<file path="src/design/tsac_ram.sv">
// tsac_ram: generic single write port ram with one registered read port
// no dependencies
`timescale 1ns / 1ps

module tsac_ram #(
  parameter int WIDTH = 8,
  parameter int DEPTH = 16
) (
  input  logic                     clk,
  input  logic                     we,
  input  logic [$clog2(DEPTH)-1:0] waddr,
  input  logic [WIDTH-1:0]         wdata,
  input  logic [$clog2(DEPTH)-1:0] raddr,
  output logic [WIDTH-1:0]         rdata
);

  logic [WIDTH-1:0] mem [DEPTH];

  always_ff @(posedge clk) begin
    if (we) begin
      mem[waddr] <= wdata;
    end
    rdata <= mem[raddr];
  end

endmodule

</file>
<file path="config.mk">
export PLATFORM = sky130hd
export DESIGN_NAME = tsac_ram
export DESIGN_NICKNAME = d
export VERILOG_FILES = /design/src/design/tsac_ram.sv
export SDC_FILE = /design/constraint.sdc
export NUM_CORES = 1
export LEC_CHECK = 0
export BUFFER_PORTS_ARGS = -buffer_cell sky130_fd_sc_hd__buf_4
export CAP_MARGIN = 20
export CORE_UTILIZATION = 60
export CTS_CLUSTER_DIAMETER = 120
export DETAILED_ROUTE_END_ITERATION = 7
export HOLD_SLACK_MARGIN = 0.1
export PLACE_DENSITY = 0.88
export SYNTH_ARGS = -nofsm -noshare
export SYNTH_HDL_FRONTEND = slang
export SYNTH_SLANG_ARGS = --single-unit
</file>
<file path="constraint.sdc">
create_clock -name clk -period 2.44 [get_ports clk]
set_input_delay 0.488 -clock clk [delete_from_list [all_inputs] [get_ports clk]]
set_output_delay 0.488 -clock clk [all_outputs]
set_load 0.1 [all_outputs]
</file>
# Yosys cells after proc, flatten, opt, wreduce, memory -nomap -nowiden
# Memory sizes are Yosys's and may differ from the RTL's. A register that Yosys moved wholly into a read port is not among the register bits.
# Index checks and enable logic that the tools add are counted.
[word_totals] reg_bits=0 ram_bits=128 inputBits=18 out_inout_bits=8 elab_cells=3 memories=1
[op_classes] muxes=2
[mem_list] memory="mem" words=16 word_bits=8 read_ports=1 rd_clocked_by_memory_dff=1 wr=1 line="17" source="logic [WIDTH-1:0] mem [DEPTH];"
[op_table] cell="two-way mux 1 bit" n=2

# Depth between registers and ports, before layout
[logic_depth] ltp_word=2 mapped_depth=5 ltp_nobuf=3

# Worst setup path after synthesis
# OpenSTA, ideal clock, no wires.
[synth_timing] path_type="input to register" startpoint="input waddr[2]" endpoint="memory mem[0][0] (enable)" setup_time_ps=383 arrival_ps=1598 t_required_ps=2057 path_slack_ps=459 path_stages=2 n_path_buf=0 path_cell_list="or3b_2 nor3_1"
[synth_lines] item="start: declaration" line="11" source="input logic [$clog2(DEPTH)-1:0] waddr,"
[synth_lines] item="end: declaration" line="17"
# Straight into the memory's write port.

==> results.py <==
metrics = {
    "outcome": {
        "status": "complete, no violations",
    },
    "timing": {
        "post-route-min-period_ps": 1688,
        "period_share_pct": 69.18,
        "hold_slack_ps": 283.7,
        "rsz0062_at_grt": "no",
        "worst_slew_pin_slew_ps": 690.3,
        "fin_tns_setup_ps": 0,
        "skew_ps": 15.46,
        "finalMaxSlewViolations": 0,
        "hold_viol": 0,
        "setup_viol": 0,
        "relSlewSlack_pct": 53.88,
        "clock.fmax_ghz": 0.5925,
    },
    "routing": {
        "firstDrtPassIters": 5,
        "vias": 2510,
        "wl_per_cell_um": 25.63,
        "via_per_inst": 6.307,
        "drc": 0,
        "ant_nets": 0,
        "wl_um": 10200,
        "drt_first_iter_violations": 263,
    },
    "final_layout": {
        "area_growth_pct": 19.20,
        "fin_nets": 299,
        "fin_util_pct": 74.30,
        "stdcell_area_mm2": 0.006136,
        "antennaDiodeCount": 0,
        "drive_above_1_share_pct": 30.72,
    },
    "power": {
        "p_comb_share_pct": 6.4,
        "sequentialPowerShare_pct": 46.5,
        "pwr-share-clk_pct": 47.1,
        "p_int_w": 0.004474,
        "p_per_area_mw_per_mm2": 922.4,
        "p_switching_w": 0.001185,
        "ir_drop_v": 0.0006734,
        "swShare_pct": 20.95,
        "leakagePower_nw": 2.103,
    },
    "synthesis": {
        "synthFlopType": "edfxtp_1",
        "ys_types": 19,
        "syn_area_per_cell_um2": 22.48,
        "synth_edf_count": 128,
        "ys_top_cells_by_count": "edfxtp_1 (128), mux4_2 (18), a22oi_1 (16)",
        "synth_nets": 247,
        "synth.area.top_cells": "edfxtp_1 (75%), mux4_2 (7.9%), mux4_1 (7.1%)",
        "ys_seq_area_share_pct": 77.78,
        "yosys_warnings": 0,
        "yosysMostFrequentCell": "edfxtp_1",
        "ys_ff_latch": 136,
        "yosysTopAreaCellShare_pct": 74.67,
        "ys_async_sr_fraction_pct": 0,
        "netlist_area_mm2": 0.005147,
        "yosysTopAreaCell": "edfxtp_1",
        "syn_inst": 229,
    },
    "worst_setup_path": {
        "cp_cell_sequence": "buf_4 > buf_4 > mux4_1 > a22oi_1 > nand2_1",
        "reg2reg_from": "mem[3][3]",
        "cp-startpoint": "raddr[0]",
        "cp-start-kind": "primary input",
        "cp-endpoint": "rdata[3]",
        "r2r_cells": 3,
        "cp_slowest_cell": "mux4_1",
        "critPathArrivalTime_ps": 2060,
        "cp_data_required_time_ps": 2810,
        "critPathMaxStageDelay_ps": 580,
        "r2r_slack_ps": 970,
        "cp_max_fo": 28,
        "crit_path_end_kind": "register",
        "worst-setup-path-type": "in2reg",
        "critPathMostFrequentCell": "buf_4",
        "worstReg2RegEnd": "rdata[3]",
    },
    "floorplanning": {
        "die_h_um": 94.63,
        "rows": 33,
        "die_w_um": 94.63,
        "pin_count": 26,
        "dieArea_mm2": 0.008954,
        "core_mm2": 0.008258,
        "start_util_pct": 62.33,
    },
    "global_route": {
        "grt_overflow_total": 0,
        "track_usage_pct": 25.74,
        "grt_pass1_vias": 2600,
        "antenna_found_initial": 0,
        "grt_max_degree": 33,
        "grt_pass1_wl_um": 15190,
    },
    "hold_path": {
        "min-delay-start": "wdata[6]",
        "hold_path.class": "in2reg",
    },
    "run": {
        "maxCapViolations": 0,
    },
    "cts": {
        "clk_latency_ps": 510,
        "cts_resized": 0,
        "cts_buffers": 17,
        "tritoncts": "built",
        "cts_buffer_depth": 2,
        "cts_setup_buffers": 0,
        "cts-root-buf": "clkbuf_8",
        "htree_levels": 4,
        "cts.clk_slew.worst_paths_ps": 60,
        "ctsHoldBuffers": 0,
        "clkSinkCount": 136,
    },
    "placed_design": {
        "hpwlAfterDp_um": 5904,
        "io_buffer_count": 25,
        "gp_congestion": 0.7287,
        "placed_cell_area_mm2": 0.005515,
    },
}
[kinds of logic (layout without fill, tap and decap cells)]
kind of cell	count (synthesis)	after routing	share of synthesized area, %
flip-flops	136	136	77.78
AO/OA/AOI/OAI	16	16	2.334
buffers and inverters	10	74	1.677
multiplexers	32	32	15.02
AND/OR/NAND/NOR	35	35	3.184
[layout by cell type, fill, tap and decap left out, types with 4 or more instances in the layout]
cell type    n
dfxtp_1      8
nand2_1      9
edfxtp_1   128
nor2_1      13
mux4_2      18
mux4_1      14
nor3_1       4
buf_4       43
bufinv_16    5
clkbuf_16   16
a22oi_1     16
[stage by stage]
step,setup WS [ps],cells,power [W]
floorplan,459.1,229,0.002918
CTS,736.5,398,0.005684
detailed placement,284.8,367,0.003039
global placement,347.3,367,0.003025
global route,699.8,398,0.005800
finish,752.1,398,0.005660
[worst max-delay path: cells and delay by family]
kind	cells	cell delay [ps]
multiplexers	1	580
AND/OR/NAND/NOR	1	100
AO/OA/AOI/OAI	1	210
buffers and inverters	2	670
[sequential cells by signal, indices dropped and copies added, names as in the netlist]
register / count
mem: 128
rdata: 8
[power groups by stage]
| stage | Combinational, W | Sequential (W) | Clock, W |
|---|---|---|---|
| floorplan | 0.000133 | 0.00279 | 0 |
| global placement | 0.000352 | 0.00267 | 0 |
| detailed placement | 0.000362 | 0.00268 | 0 |
| CTS | 0.000366 | 0.00263 | 0.00269 |
| global route | 0.000381 | 0.00263 | 0.00279 |
| finish | 0.000364 | 0.00263 | 0.00266 |
[how the worst min path moves through the flow]
| stage | end | slack (ps) | cells past startpoint |
|---|---|---|---|
| global route | mem[4][2] | 260 | 1 |
| CTS | mem[4][2] | 270 | 1 |
| global placement | rdata[2] | 650 | 3 |
| floorplan | mem[0][0] | 590 | 0 |
| finish | mem[2][6] | 280 | 1 |
| detailed placement | rdata[0] | 660 | 3 |
[final cells by class]
cell class                      count  area [µm²]
Clock buffer                       17       414.1
Clock inverter                     14       206.4
Fill cell                         445        2122
Multi-Input combinational cell     83        1057
Sequential cell                   136        4004
Tap cell                          105       131.4
Timing Repair Buffer               43       322.8
[per-layer routing]
metal	global-route usage, %	part of all wire (%)
met5	0	0
met4	9.722	1.1
met3	8.615	9.3
met2	40.05	51
met1	34.22	38
Power figures use the tool's default switching activity.
