`config.mk`:
```
export PLATFORM = sky130hd
export DESIGN_NAME = tsac_hash
export DESIGN_NICKNAME = d
export VERILOG_FILES = /design/src/design/tsac_pkg.sv /design/src/design/tsac_hash.sv
export SDC_FILE = /design/constraint.sdc
export NUM_CORES = 2
export LEC_CHECK = 0
export BUFFER_PORTS_ARGS = -buffer_cell sky130_fd_sc_hd__buf_2
export CORE_UTILIZATION = 30
export CTS_CLUSTER_DIAMETER = 50
export CTS_CLUSTER_SIZE = 16
export DETAILED_ROUTE_END_ITERATION = 7
export GPL_ROUTABILITY_DRIVEN = 0
export PLACE_DENSITY = 0.5
export SYNTH_ARGS = -nofsm -noshare
export SYNTH_HDL_FRONTEND = slang
export SYNTH_SLANG_ARGS = --single-unit
```
`constraint.sdc`:
```
create_clock -name clk -period 19.8 [get_ports clk]
set_input_delay 3.96 -clock clk [delete_from_list [all_inputs] [get_ports clk]]
set_output_delay 3.96 -clock clk [all_outputs]
set_load 0.03 [all_outputs]
```
`src/design/tsac_pkg.sv`:
```
// tsac_pkg: shared types and constants of the ttl set-associative cache
// no dependencies
`timescale 1ns / 1ps

package tsac_pkg;

  localparam logic [31:0] HASH_PLAYER = 32'd2654435761;
  localparam logic [31:0] HASH_TEAM   = 32'd2246822519;
  localparam logic [31:0] HASH_DAY    = 32'd3266489917;
  localparam logic [31:0] HASH_LEAGUE = 32'd668265263;
  localparam int          FOLD_SHIFT  = 16;
  localparam logic [31:0] TTL_RESET   = 32'd2000;

  localparam logic KIND_LOOKUP = 1'b0;
  localparam logic KIND_STORE  = 1'b1;

  // one way of a set as held in the row memory
  typedef struct packed {
    logic        valid;
    logic [31:0] team;
    logic [31:0] player;
    logic [31:0] day;
    logic [31:0] league;
    logic [63:0] tag;
    logic [31:0] gen;
    logic [31:0] stamp;
    logic        asian;
    logic [7:0]  extra;
    logic [7:0]  slot_kind;
    logic [31:0] injured;
  } entry_t;

  localparam int ENTRY_W = $bits(entry_t);

  // lookup outcome handed from the match logic to the top level
  typedef struct packed {
    logic        hit;
    logic [7:0]  slot_kind;
    logic [31:0] injured;
    logic [7:0]  extra;
  } lookup_res_t;

endpackage

```
`src/design/tsac_hash.sv`:
```
// tsac_hash: registered multiplicative key hash and set index fold
// depends on tsac_pkg
`timescale 1ns / 1ps

module tsac_hash #(
  parameter int ENTRIES = 4096,
  parameter int WAYS    = 4
) (
  input  logic                                clk,
  input  logic                                load,
  input  logic [31:0]                         team,
  input  logic [31:0]                         player,
  input  logic [31:0]                         day,
  input  logic [31:0]                         league,
  output logic [$clog2(ENTRIES/WAYS)-1:0]     set_idx
);

  localparam int SET_W   = $clog2(ENTRIES / WAYS);
  localparam int WAY_LOG = $clog2(WAYS);

  logic [31:0] p_team_r, p_player_r, p_day_r, p_league_r;
  logic [31:0] p_team_nxt, p_player_nxt, p_day_nxt, p_league_nxt;
  logic [31:0] h_mix, h_fold;

  // low 32 bits of each product only
  assign p_player_nxt = player * tsac_pkg::HASH_PLAYER;
  assign p_team_nxt   = team * tsac_pkg::HASH_TEAM;
  assign p_day_nxt    = day * tsac_pkg::HASH_DAY;
  assign p_league_nxt = league * tsac_pkg::HASH_LEAGUE;

  always_ff @(posedge clk) begin
    if (load) begin
      p_team_r   <= p_team_nxt;
      p_player_r <= p_player_nxt;
      p_day_r    <= p_day_nxt;
      p_league_r <= p_league_nxt;
    end
  end

  assign h_mix   = p_player_r ^ p_team_r ^ p_day_r ^ p_league_r;
  assign h_fold  = h_mix ^ (h_mix >> tsac_pkg::FOLD_SHIFT);
  assign set_idx = h_fold[WAY_LOG +: SET_W];

endmodule

```
# After elaboration in Yosys (flattened, before gate mapping)
# Cells that the tools add are included.
# totals
reg_bits	112
inputBits	130
output_inout_bits	10
wordCells	12
# classes
multipliers	4
bitwise_logic	4
# ops
op	count
28-bit XOR	3
32-bit by 32-bit multiplier with 28-bit output (second input constant)	2
32-bit by 30-bit multiplier with 28-bit output (second input constant)	1
32-bit by 31-bit multiplier with 28-bit output (second input constant)	1
12-bit XOR	1

# Depth between registers and ports, before layout
# depth
depth_word	4
depth_mapped	22

# Worst setup path before layout
# OpenSTA, ideal clock, no wires.
# synth_timing
path_type	in2reg
from	input league[12]
to	register p_league_r[25] (data pin)
setup_time_ns	0.258
arrival_time_ns	9.198
required_time_ns	19.542
setup_slack_ns	10.345
path_stages	21
n_path_buf	0
path_cell_list	inv_1 fa_1 inv_1 ha_1 fa_1 inv_1 fa_1 inv_1 fa_1 fa_1 inv_1 fa_1 inv_1 ha_1 a21oi_1 o211ai_1 a2111oi_4 o31ai_1 o41ai_4 o21bai_1 xnor2_1
# synth_via
elab_chain_cells	1
# synth_rtl
item	line_no	source
start: declaration	tsac_hash.sv:14	input logic [31:0] league,
32-bit by 30-bit multiplier with 28-bit output	tsac_hash.sv:29	assign p_league_nxt = league * tsac_pkg::HASH_LEAGUE;
via p_league_nxt[25]	tsac_hash.sv:22	logic [31:0] p_team_nxt, p_player_nxt, p_day_nxt, p_league_nxt;
end signal: assignment	tsac_hash.sv:36	p_league_r <= p_league_nxt;
end: declaration	tsac_hash.sv:21	logic [31:0] p_team_r, p_player_r, p_day_r, p_league_r;
# The timed path passes the listed nets, and every way through them passes these cells.
# A chain may end at the register's enable or synchronous reset.

# Worst setup path in the final report
# Ends and elaborated chain as after synthesis.

==> flow_metrics.env <==
export IMPL_drc=0
export IMPL_setup_tns_final_ps=0
export IMPL_hold_class="in -> reg"
export IMPL_place_inst=4612
export IMPL_syn_area_um2=31300
export IMPL_maxSlewViolCount=0
export IMPL_start_util=0.303
export IMPL_clockBufferDepth=2
export IMPL_synth_async_reset_ratio=0
export IMPL_root_buffer="clkbuf_16"
export IMPL_postRouteAntennaNets=0
export IMPL_post_cts_buffers=0
export IMPL_vias=19034
export IMPL_finalCritPeriodShare=0.496
export IMPL_hold_viol_final=0
export IMPL_hold_depth=1
export IMPL_max_freq_mhz=102
export IMPL_end_kind="flop"
export IMPL_syn_nets=4469
export IMPL_drive_gt1_frac=0.0465
export IMPL_rsz0062_at_grt="no"
export IMPL_synth_flop_cell="edfxtp_1"
export IMPL_grt_overflow=0
export IMPL_cts_tree="done"
export IMPL_rows=118
export IMPL_drv_cap=0
export IMPL_critical_path_class="in -> reg"
export IMPL_die_h_um=325
export IMPL_port_buffers=123
export IMPL_first_pass_iters=4
export IMPL_grt_max_degree=81
export IMPL_arrival_ps=9900
export IMPL_fp_dieArea_um2=106000
export IMPL_synth_cells=3110
export IMPL_yosys_register_bits=80
export IMPL_ys_warnings_count=0
export IMPL_clkSinkCount=80
export IMPL_drt_initial_drc_count=598
export IMPL_period_needed_ps=9810
export IMPL_yosysUniqueCellTypes=53
export IMPL_antenna_found_initial=2
export IMPL_grt_pass1_vias=21481
export IMPL_layout_commonest_cell="inv_1"
export IMPL_clk_pin_slew_ps=60
export IMPL_boundaryPins=140
export IMPL_wl_um=71100
export IMPL_finalNetCount=4602
export IMPL_start_kind="input port"
export IMPL_required_ps=19890
export IMPL_maxSlewHeadroom=0.324
export IMPL_diodes=0
export IMPL_area_growth_pct=8.33
export IMPL_path_max_fanout=5
export IMPL_synth_avg_cell_area_um2=10.1
export IMPL_dp_hpwl_um=65700
export IMPL_ctsHoldBuffers=0
export IMPL_die_w_um=325
export IMPL_worst_pin_slew_ps=1010
export IMPL_synth_edf_count=80
export IMPL_layout_cells_non_filler=4627
export IMPL_cts_resized=0
export IMPL_grt_pass1_wl_um=118000
export IMPL_fin_util=0.328
export IMPL_htreeDepth=3
export IMPL_setup_viol=0
export IMPL_routedWlPerCell_um=15.4
export IMPL_via_per_inst=4.11
export IMPL_cts_buffers=9
export IMPL_final_cell_mix="inv_1 (1248), fa_1 (642), ha_1 (587)"
export IMPL_outcome="completed"
export IMPL_core_area_um2=103000
export IMPL_seq_area_frac_synth=0.0767
export IMPL_grt_usage=0.143
## area by class of cell
class / count / area (um^2)
flip-flops and latches: 80 / 2400
repair buffers: 123 / 618
fillers: 10822 / 69500
well taps: 1380 / 1730
inverters: 1248 / 4680
clock buffers: 9 / 225
clock inverters: 6 / 43.8
multi-input cells: 1781 / 24200
## flip-flops by register name, indices dropped and copies added (netlist names)
register / cells
p_player_r: 20
p_team_r: 20
p_league_r: 20
p_day_r: 20
## cells in the mapped netlist (all sizes together), types with 2 or more instances
master	n	area share
inv	1248	0.15
fa	642	0.41
ha	587	0.23
xnor2	215	0.060
edfxtp	80	0.077
a21oi	47	0.0079
nor2	40	0.0048
xor2	31	0.0087
o21ai	28	0.0045
a21o	25	0.0060
nand2	22	0.0026
nand3	16	0.0026
nor3	16	0.0026
a211oi	13	0.0031
o21a	13	0.0031
and3	12	0.0024
o211ai	9	0.0022
o21bai	5	0.0012
a2111oi	4	0.0026
a211o	4	0.0011
nand4	4	0.00080
nor2b	4	0.00080
o31ai	4	0.0011
or3	4	0.00080
and2	3	0.00060
and4	3	0.00084
mux2i	3	0.00096
o31a	3	0.00084
a21boi	2	0.00048
a31o	2	0.00056
o2111ai	2	0.00056
o311ai	2	0.00056
or2	2	0.00040
## cell families (layout without fill, tap and decap cells)
family / Yosys count / in the layout / synth area share
multiplexers: 3 / 3 / 0.000958
flip-flops: 80 / 80 / 0.0767
AO/OA/AOI/OAI: 172 / 172 / 0.0391
buffers and inverters: 1249 / 1386 / 0.150
AND/OR/NAND/NOR: 131 / 131 / 0.0204
XOR/XNOR: 246 / 246 / 0.0688
adder cells (fa/ha/maj): 1229 / 1229 / 0.644
## routing by layer
metal	vias to the layer above	routed length, um	global-route usage	share of wire
met1	9501	35400	0.208	0.50
met2	144	34400	0.244	0.48
li1	9366	-	-	-
met5	-	0	0	0
met4	0	447	0.0147	0.0063
met3	23	875	0.00402	0.012
## metrics by stage
step	setup slack [ps]	cell area [um^2]	hold WS, ps
3_3_place_gp	9550	33700	4320
2_1_floorplan	10340	31300	4060
3_5_place_dp	9560	33700	4310
5_1_grt	9640	33900	3960
4_1_cts	9940	33900	3960
6_report	9990	33900	3960
## worst max-delay path, cell delays in order
cell and delay (ps):
buf_2 170, inv_1 220, fa_1 630, inv_1 50, ha_1 310, fa_1 500
inv_1 50, fa_1 470, inv_1 50, fa_1 480, fa_1 540, inv_1 50
fa_1 470, inv_1 40, ha_1 300, a21oi_1 70, o211ai_1 340, nor2_1 130
o31ai_1 620, o41ai_4 150, o21bai_1 190, xnor2_1 80
## final timing paths
check	slack, ps	start	to
worst max-delay path	9990	league[12]	p_league_r[25]
worst min-delay path	3960	player[3]	p_player_r[3]
Power is left out: the tool's default activity adds up to more than one toggle a clock period on the data nets, which glitch-free logic cannot reach.
