[src/design/tsac_pkg.sv]
// tsac_pkg: shared types and constants of the ttl set-associative cache
// no dependencies
`timescale 1ns / 1ps

package tsac_pkg;

  localparam logic [31:0] HASH_PLAYER = 32'd2654435761;
  localparam logic [31:0] HASH_TEAM   = 32'd2246822519;
  localparam logic [31:0] HASH_DAY    = 32'd3266489917;
  localparam logic [31:0] HASH_LEAGUE = 32'd668265263;
  localparam int          FOLD_SHIFT  = 16;
  localparam logic [31:0] TTL_RESET   = 32'd2000;

  localparam logic KIND_LOOKUP = 1'b0;
  localparam logic KIND_STORE  = 1'b1;

  // one way of a set as held in the row memory
  typedef struct packed {
    logic        valid;
    logic [31:0] team;
    logic [31:0] player;
    logic [31:0] day;
    logic [31:0] league;
    logic [63:0] tag;
    logic [31:0] gen;
    logic [31:0] stamp;
    logic        asian;
    logic [7:0]  extra;
    logic [7:0]  slot_kind;
    logic [31:0] injured;
  } entry_t;

  localparam int ENTRY_W = $bits(entry_t);

  // lookup outcome handed from the match logic to the top level
  typedef struct packed {
    logic        hit;
    logic [7:0]  slot_kind;
    logic [31:0] injured;
    logic [7:0]  extra;
  } lookup_res_t;

endpackage

[src/design/tsac_match.sv]
// tsac_match: way compare, lookup hit select and store victim choice for one set
// depends on tsac_pkg
`timescale 1ns / 1ps

module tsac_match #(
  parameter int WAYS = 4
) (
  input  tsac_pkg::entry_t [WAYS-1:0]           row,
  input  logic [31:0]                           team,
  input  logic [31:0]                           player,
  input  logic [31:0]                           day,
  input  logic [31:0]                           league,
  input  logic [63:0]                           tag,
  input  logic                                  asian,
  input  logic [31:0]                           gen,
  input  logic [31:0]                           now_ms,
  input  logic [31:0]                           ttl_ms,
  output tsac_pkg::lookup_res_t                 res,
  output logic [(WAYS > 1 ? $clog2(WAYS) : 1)-1:0] victim
);

  localparam int WAY_W = (WAYS > 1) ? $clog2(WAYS) : 1;

  logic [WAYS-1:0] key_eq;
  logic [WAYS-1:0] live;
  logic [31:0]     age [WAYS];

  always_comb begin
    for (int w = 0; w < WAYS; w++) begin
      key_eq[w] = row[w].team == team && row[w].player == player &&
                  row[w].day == day && row[w].league == league && row[w].tag == tag;
      age[w]    = now_ms - row[w].stamp;
      live[w]   = row[w].valid && key_eq[w] && row[w].asian == asian &&
                  row[w].gen == gen && row[w].stamp != 32'd0 && age[w] <= ttl_ms;
    end
  end

  // first live way wins
  always_comb begin
    logic found;
    found = 1'b0;
    res   = '0;
    for (int w = 0; w < WAYS; w++) begin
      if (!found && live[w]) begin
        found         = 1'b1;
        res.hit       = 1'b1;
        res.slot_kind = row[w].slot_kind;
        res.injured   = row[w].injured;
        res.extra     = row[w].extra;
      end
    end
  end

  // first empty or same-key way, else oldest stamp, lowest way on ties
  always_comb begin
    logic done;
    done   = 1'b0;
    victim = '0;
    for (int w = 0; w < WAYS; w++) begin
      if (!done) begin
        if (!row[w].valid || key_eq[w]) begin
          victim = WAY_W'(w);
          done   = 1'b1;
        end else if (row[w].stamp < row[victim].stamp) begin
          victim = WAY_W'(w);
        end
      end
    end
  end

endmodule

[config.mk]
export PLATFORM = sky130hd
export DESIGN_NAME = tsac_match
export DESIGN_NICKNAME = d
export VERILOG_FILES = /design/src/design/tsac_pkg.sv /design/src/design/tsac_match.sv
export SDC_FILE = /design/constraint.sdc
export NUM_CORES = 1
export LEC_CHECK = 0
export ABC_CLOCK_PERIOD_IN_PS = 15000
export BUFFER_PORTS_ARGS = -buffer_cell sky130_fd_sc_hd__buf_4
export CORE_AREA = 3 3 616 618
export DETAILED_ROUTE_END_ITERATION = 16
export DIE_AREA = 0 0 619 621
export PLACE_DENSITY = 0.3
export RECOVER_POWER = 25
export SYNTH_ARGS = -nofsm -noshare
export SYNTH_HDL_FRONTEND = slang
export SYNTH_SLANG_ARGS = --single-unit
[constraint.sdc]
create_clock -name vclk -period 15
set_input_delay 3 -clock vclk [all_inputs]
set_output_delay 3 -clock vclk [all_outputs]
set_load 0.05 [all_outputs]
# [Word-level counts from Yosys, hierarchy flattened]
# Index checks and enable logic that the tools add are counted.
[totals] mem_count=0 input_bits=1513 ram_bits=0 latch_bits=0 romBits=0 regBits=0 wordCells=120 output_inout_bits=51
[classes] n_mux=25 n_div=0 magnitude_cmp=9 shifts=0 bitwise=0 add_sub_neg=4 eq_ne=28 reduce_logical=54 multipliers=0
[ops] operator="binary-select mux 306 bit (select 2 bit)" n=2
[ops] operator="equality test 32 bit" n=20
[ops] operator="equality test 64 bit" n=4
[ops] operator="2-to-1 mux 49 bit" n=4
[ops] operator="2-to-1 mux 81 bit" n=2
[ops] operator="<= comparator 32 bit" n=4
[ops] operator="nonzero test 32 bit" n=4
[ops] operator="subtractor 32 bit" n=4
[ops] operator="< comparator 32 bit" n=3
[ops] operator="logical AND 1 bit" n=39
[ops] operator="2-to-1 mux 2 bit" n=6
[ops] operator="2-to-1 mux 1 bit" n=11
[ops] operator="logical NOT 1 bit" n=7
[ops] operator="< comparator 2 x 3 -> 1 bit (second input constant)" n=2
[ops] operator="equality test 1 bit" n=4
[ops] operator="logical OR 1 bit" n=4

# [Logic depth before layout (Yosys ltp)]
[logic_depth] word_depth=20 mapped_depth=35 mapped_depth_nobuf=32

# [Least setup slack after synthesis]
# Ideal clock, no wire load.
[synth_timing] path_type="input to output" start="in row[66] (netlist name)" end="out victim[0] (netlist name)" stages=34 n_path_buf=3 required_time_ns=12.000 arrival_ns=10.358 slack_ns=1.642 path_cell_list="inv_1 -> ha_1 -> a211oi_1 -> nor2_1 -> a2111oi_0 -> or4b_1 -> a21o_1 -> a221o_1 -> buf_2 -> buf_1 -> nor2_1 -> a21oi_1 -> ha_1 -> a21o_1 -> a21o_1 -> a21o_1 -> a21oi_1 -> o21ai_0 -> o22ai_1 -> nand2b_1 -> a311o_1 -> a31oi_2 -> buf_4 -> mux2_1 -> ha_1 -> a21o_1 -> a21o_1 -> a21o_1 -> a211oi_1 -> o21ai_0 -> a211o_1 -> o211a_1 -> or4_1 -> o211ai_1"
[synth_via] elab_chain_len=16
[synth_lines] item="from (decl)" line_no="tsac_match.sv:8" text="input tsac_pkg::entry_t [WAYS-1:0] row,"
[synth_lines] item="< comparator 32 bit" line_no="tsac_match.sv:64" text="end else if (row[w].stamp < row[victim].stamp) begin"
[synth_lines] item="2-to-1 mux 1 bit" line_no="tsac_match.sv:64"
[synth_lines] item="2-to-1 mux 1 bit" line_no="tsac_match.sv:61" text="if (!row[w].valid || key_eq[w]) begin"
[synth_lines] item="2-to-1 mux 1 bit" line_no="tsac_match.sv:60" text="if (!done) begin"
[synth_lines] item="binary-select mux 306 bit (select 2 bit)" line_no="tsac_match.sv:64"
[synth_lines] item="2-to-1 mux 81 bit (not written as such)" line_no="tsac_match.sv:64"
[synth_lines] item="< comparator 32 bit" line_no="tsac_match.sv:64"
[synth_lines] item="2-to-1 mux 2 bit" line_no="tsac_match.sv:64"
[synth_lines] item="2-to-1 mux 2 bit" line_no="tsac_match.sv:61"
[synth_lines] item="2-to-1 mux 2 bit" line_no="tsac_match.sv:60"
[synth_lines] item="binary-select mux 306 bit (select 2 bit)" line_no="tsac_match.sv:64"
[synth_lines] item="2-to-1 mux 81 bit (not written as such)" line_no="tsac_match.sv:64"
[synth_lines] item="< comparator 32 bit" line_no="tsac_match.sv:64"
[synth_lines] item="2-to-1 mux 2 bit" line_no="tsac_match.sv:64"
[synth_lines] item="2-to-1 mux 2 bit" line_no="tsac_match.sv:61"
[synth_lines] item="2-to-1 mux 2 bit *" line_no="tsac_match.sv:60"
[synth_lines] item="to (decl)" line_no="tsac_match.sv:19" text="output logic [(WAYS > 1 ? $clog2(WAYS) : 1)-1:0] victim"
# Mark *: on every way between the ends. The rest lies on a longest branch, timed or not. The select of a mux whose other input is x is not followed.

# [Worst setup path after layout]
[layout_timing] start="in league[5]" end="out victim[0] (netlist name)"
[layout_via] elab_chain_len=18 word_cells_on_any_way=35 cone_classes="2 x order compare; 4 x eq/ne; 17 x mux; 12 x reduce/logical"
[layout_lines] item="from (decl)" line_no="tsac_match.sv:12" text="input logic [31:0] league,"
[layout_lines] item="equality test 32 bit" line_no="tsac_match.sv:31" text="row[w].day == day && row[w].league == league && row[w].tag == tag;"
[layout_lines] item="logical AND 1 bit (2 in series)" line_no="tsac_match.sv:31"
[layout_lines] item="logical OR 1 bit" line_no="tsac_match.sv:61"
[layout_lines] item="2-to-1 mux 1 bit" line_no="tsac_match.sv:61"
[layout_lines] item="2-to-1 mux 1 bit" line_no="tsac_match.sv:60"
[layout_lines] item="binary-select mux 306 bit (select 2 bit)" line_no="tsac_match.sv:64"
[layout_lines] item="2-to-1 mux 81 bit (not written as such)" line_no="tsac_match.sv:64"
[layout_lines] item="< comparator 32 bit" line_no="tsac_match.sv:64"
[layout_lines] item="2-to-1 mux 2 bit" line_no="tsac_match.sv:64"
[layout_lines] item="2-to-1 mux 2 bit" line_no="tsac_match.sv:61"
[layout_lines] item="2-to-1 mux 2 bit" line_no="tsac_match.sv:60"
[layout_lines] item="binary-select mux 306 bit (select 2 bit)" line_no="tsac_match.sv:64"
[layout_lines] item="2-to-1 mux 81 bit (not written as such)" line_no="tsac_match.sv:64"
[layout_lines] item="< comparator 32 bit" line_no="tsac_match.sv:64"
[layout_lines] item="2-to-1 mux 2 bit" line_no="tsac_match.sv:64"
[layout_lines] item="2-to-1 mux 2 bit" line_no="tsac_match.sv:61"
[layout_lines] item="2-to-1 mux 2 bit *" line_no="tsac_match.sv:60"
# Marks and branches as above.

==> flow_summary_export.csv <==
group,metric,value,unit
power,p_int,0.7218,mW
worst_setup_path,arrival,11.61,ns
run_status,status,"finished, violations left",
die,coreArea,375000,um2
drt,dr.pass1.iters,5,
run_status,violations,"max-capacitance violations",
power,p_leak,19.72,nW
placed_design,routabilityCongestion,0.9889,
die,dieArea,384400,um2
final_layout,seq_cells,0,
drt,routedWlPerCell,40.57,um
sta,slew-limit-headroom,1.003,%
final_layout,postLayoutCellArea,44650,um2
synth,yosysTopAreaCell,"xor2_1",
final_layout,finalNonFillerCells,10090,
sta,period_share,97.41,%
final_layout,drive_above_1_share,38.49,%
drt,wirelength,409.1,mm
power,p_comb_share,100.0,%
placed_design,dpl.hpwl,386.5,mm
final_layout,nFillCells,43880,
final_layout,multi_input_area,22950,um2
sta,holdWs,6.409,ns
sta,max_freq,68.44,MHz
power,p_seq_share,0,%
final_layout,seqCellArea,0,um2
drt,vias,34990,
worst_setup_path,required,12.00,ns
global_routing,overflow,0,
die,io_pins,1564,
synth,synth_top_area_share,19.97,%
sta,finalSetupViolations,0,
drt,drc,0,
global_routing,grt_max_degree,98,
placed_design,place_area,44360,um2
worst_setup_path,start_kind,"input port",
synth,ys_warn_count,0,
synth,synth_area,23900,um2
worst_setup_path,cp_max_fo,22,
synth,synth.net_count,5109,
power,pwr_density_cell,39.33,nW/um2
synth,synth.area.top_cells,"xor2_1 (20%), ha_1 (18%), xnor2_1 (15%)",
final_layout,fin_nets,6907,
final_layout,num-clock-buffers,0,
global_routing,track_usage,20.39,%
die,rows,225,
die,die_y,621,um
sta,fin_crit,14.61,ns
die,fp.dieW,619,um
worst_setup_path,cpMaxStageDelayCell,"nor4_4",
placed_design,place_inst,10040,
power,swShare,58.90,%
sta,tns,0,ns
power,clockPowerShare,0,%
sta,worst_pin_slew,1.474,ns
worst_setup_path,crit_type,"input port to primary output",
synth,syn_area_per_cell,7.361,um2
sta,setup_slack,0.3884,ns
placed_design,pre_cts_ws,-0.7265,ns
sta,drv_slew,0,
die,start_util,6.374,%
global_routing,grt_pass1_wl,487.8,mm
hold_path,min_path_type,"input port to primary output",
global_routing,grt_antenna_before_repair,204,
final_layout,areaGrowthSynthToFinish,86.79,%
placed_design,io_buffers,1564,
sta,rsz0062_at_grt,"no",
synth,ys_seq_area_share,0,%
cts,cts_hold_buf,0,
power,peakVddDrop,0.00002563,V
worst_setup_path,endpoint_kind,"primary output",
worst_setup_path,max_stage_delay,0.52,ns
power,power.switching,1.034,mW
cts,postCtsSetupBuffers,0,
power,total_power,1.756,mW
job,drv_cap,1,
final_layout,final_util,11.91,%
drt,drt_iter0_markers,2480,
synth,post_synth_num_cell_types,78,
synth,synthCells,3247,
global_routing,grt_pass1_vias,36260,
drt,viasPerCell,3.470,
sta,finalHoldViolations,0,
drt,ant_nets,0,
-- synthesized netlist by cell type (all sizes together), types with 5 or more instances --
master   instances
xor2           545
xnor2          422
ha             345
inv            317
nor4           199
nor2           187
nand4          167
a21oi          151
nand2          123
a21o            94
o21ai           88
o31ai           57
a221o           48
nand2b          39
nand3           39
clkbuf          38
o21a            35
nor3            33
mux2            31
nor2b           28
a211oi          24
o211ai          21
buf             19
or3             15
o22ai           14
a2111oi         12
o21bai          12
or4             12
a221oi           8
a22o             8
o2111ai          8
a31oi            7
and2             7
and3             7
o2bb2ai          7
or2              7
nand3b           6
a311oi           5
-- critical path, delay by kind of cell --
family,cells,cell delay (ns)
AOI/OAI and AO/OA,19,3.96
xor gates and xnor gates,1,0.18
adders and majority gates,2,0.61
buffers and inverters,10,1.79
muxes,1,0.33
and+or+nand+nor,5,1.68
-- power by group through the flow --
stage / Combinational (mW) / Sequential, mW / Clock (mW)
6_report: 1.76 / 0 / 0.000000394
5_1_grt: 1.87 / 0 / 0.000000245
4_1_cts: 1.79 / 0 / 0
3_5_place_dp: 1.77 / 0 / 0
3_3_place_gp: 1.77 / 0 / 0
2_1_floorplan: 0.665 / 0 / 0
-- worst paths after layout --
path / from / end / slack (ns) / cells past startpoint
setup / recovery: league[5] / victim[0] / 0.39 / 38
hold / removal: row[933] / res[23] / 6.41 / 3
-- logic make-up after synthesis --
logic type / count (synthesis) / share of synthesized area, %
muxes: 32 / 1.502
AOI/OAI and AO/OA: 640 / 18.60
adders and majority gates: 349 / 18.40
xor gates and xnor gates: 967 / 35.43
and+or+nand+nor: 885 / 19.96
buffers and inverters: 374 / 6.109
-- repair_timing --
item / 4_1_cts / 5_1_grt
pin swaps: 2 / 3
resized for setup: 23 / 13
setup endpoints to repair: 2 / 2
hold endpoints to repair: 0 / 0
-- metal layers --
layer / global-route usage, % / wire, um / up-vias
li1: - / - / 15350
met2: 39.54 / 220400 / 1771
met1: 20.87 / 142100 / 17240
met5: 0 / 734 / -
met4: 8.335 / 20700 / 108
met3: 4.244 / 25230 / 514
-- final cells by class --
type	instances	area share [%]
antenna	48	0.2690
inverter	317	2.665
multi-input combinational	2873	51.39
tap	4994	14.00
timing repair buffer	1853	31.68
-- cells in the final DEF (no fill, tap or decap), types with 8 or more instances in the layout --
| cell type | synthesis | final |
|---|---|---|
| buf_4 | 3 | 1822 |
| xor2_1 | 545 | 536 |
| xnor2_1 | 422 | 417 |
| ha_1 | 345 | 345 |
| inv_1 | 313 | 313 |
| nor2_1 | 187 | 185 |
| nand4_1 | 167 | 167 |
| nor4_1 | 198 | 157 |
| a21oi_1 | 151 | 150 |
| nand2_1 | 123 | 123 |
| a21o_1 | 94 | 94 |
| o21ai_0 | 84 | 83 |
| o31ai_1 | 57 | 57 |
| diode_2 | 0 | 48 |
| a221o_1 | 48 | 47 |
| nand3_1 | 39 | 39 |
| nand2b_1 | 39 | 39 |
| o21a_1 | 35 | 35 |
| nor4_2 | 0 | 35 |
| mux2_1 | 31 | 31 |
| nor2b_1 | 28 | 28 |
| nor3_1 | 32 | 28 |
| a211oi_1 | 24 | 23 |
| o211ai_1 | 21 | 21 |
| buf_12 | 0 | 17 |
| or3_1 | 15 | 15 |
| o22ai_1 | 14 | 13 |
| o21bai_1 | 12 | 12 |
| or4_1 | 11 | 11 |
| xor2_2 | 0 | 9 |
| o2111ai_1 | 8 | 8 |
| a221oi_1 | 8 | 8 |
| a22o_1 | 8 | 8 |
| clkbuf_2 | 0 | 8 |
(Power assumes the default switching activity.)
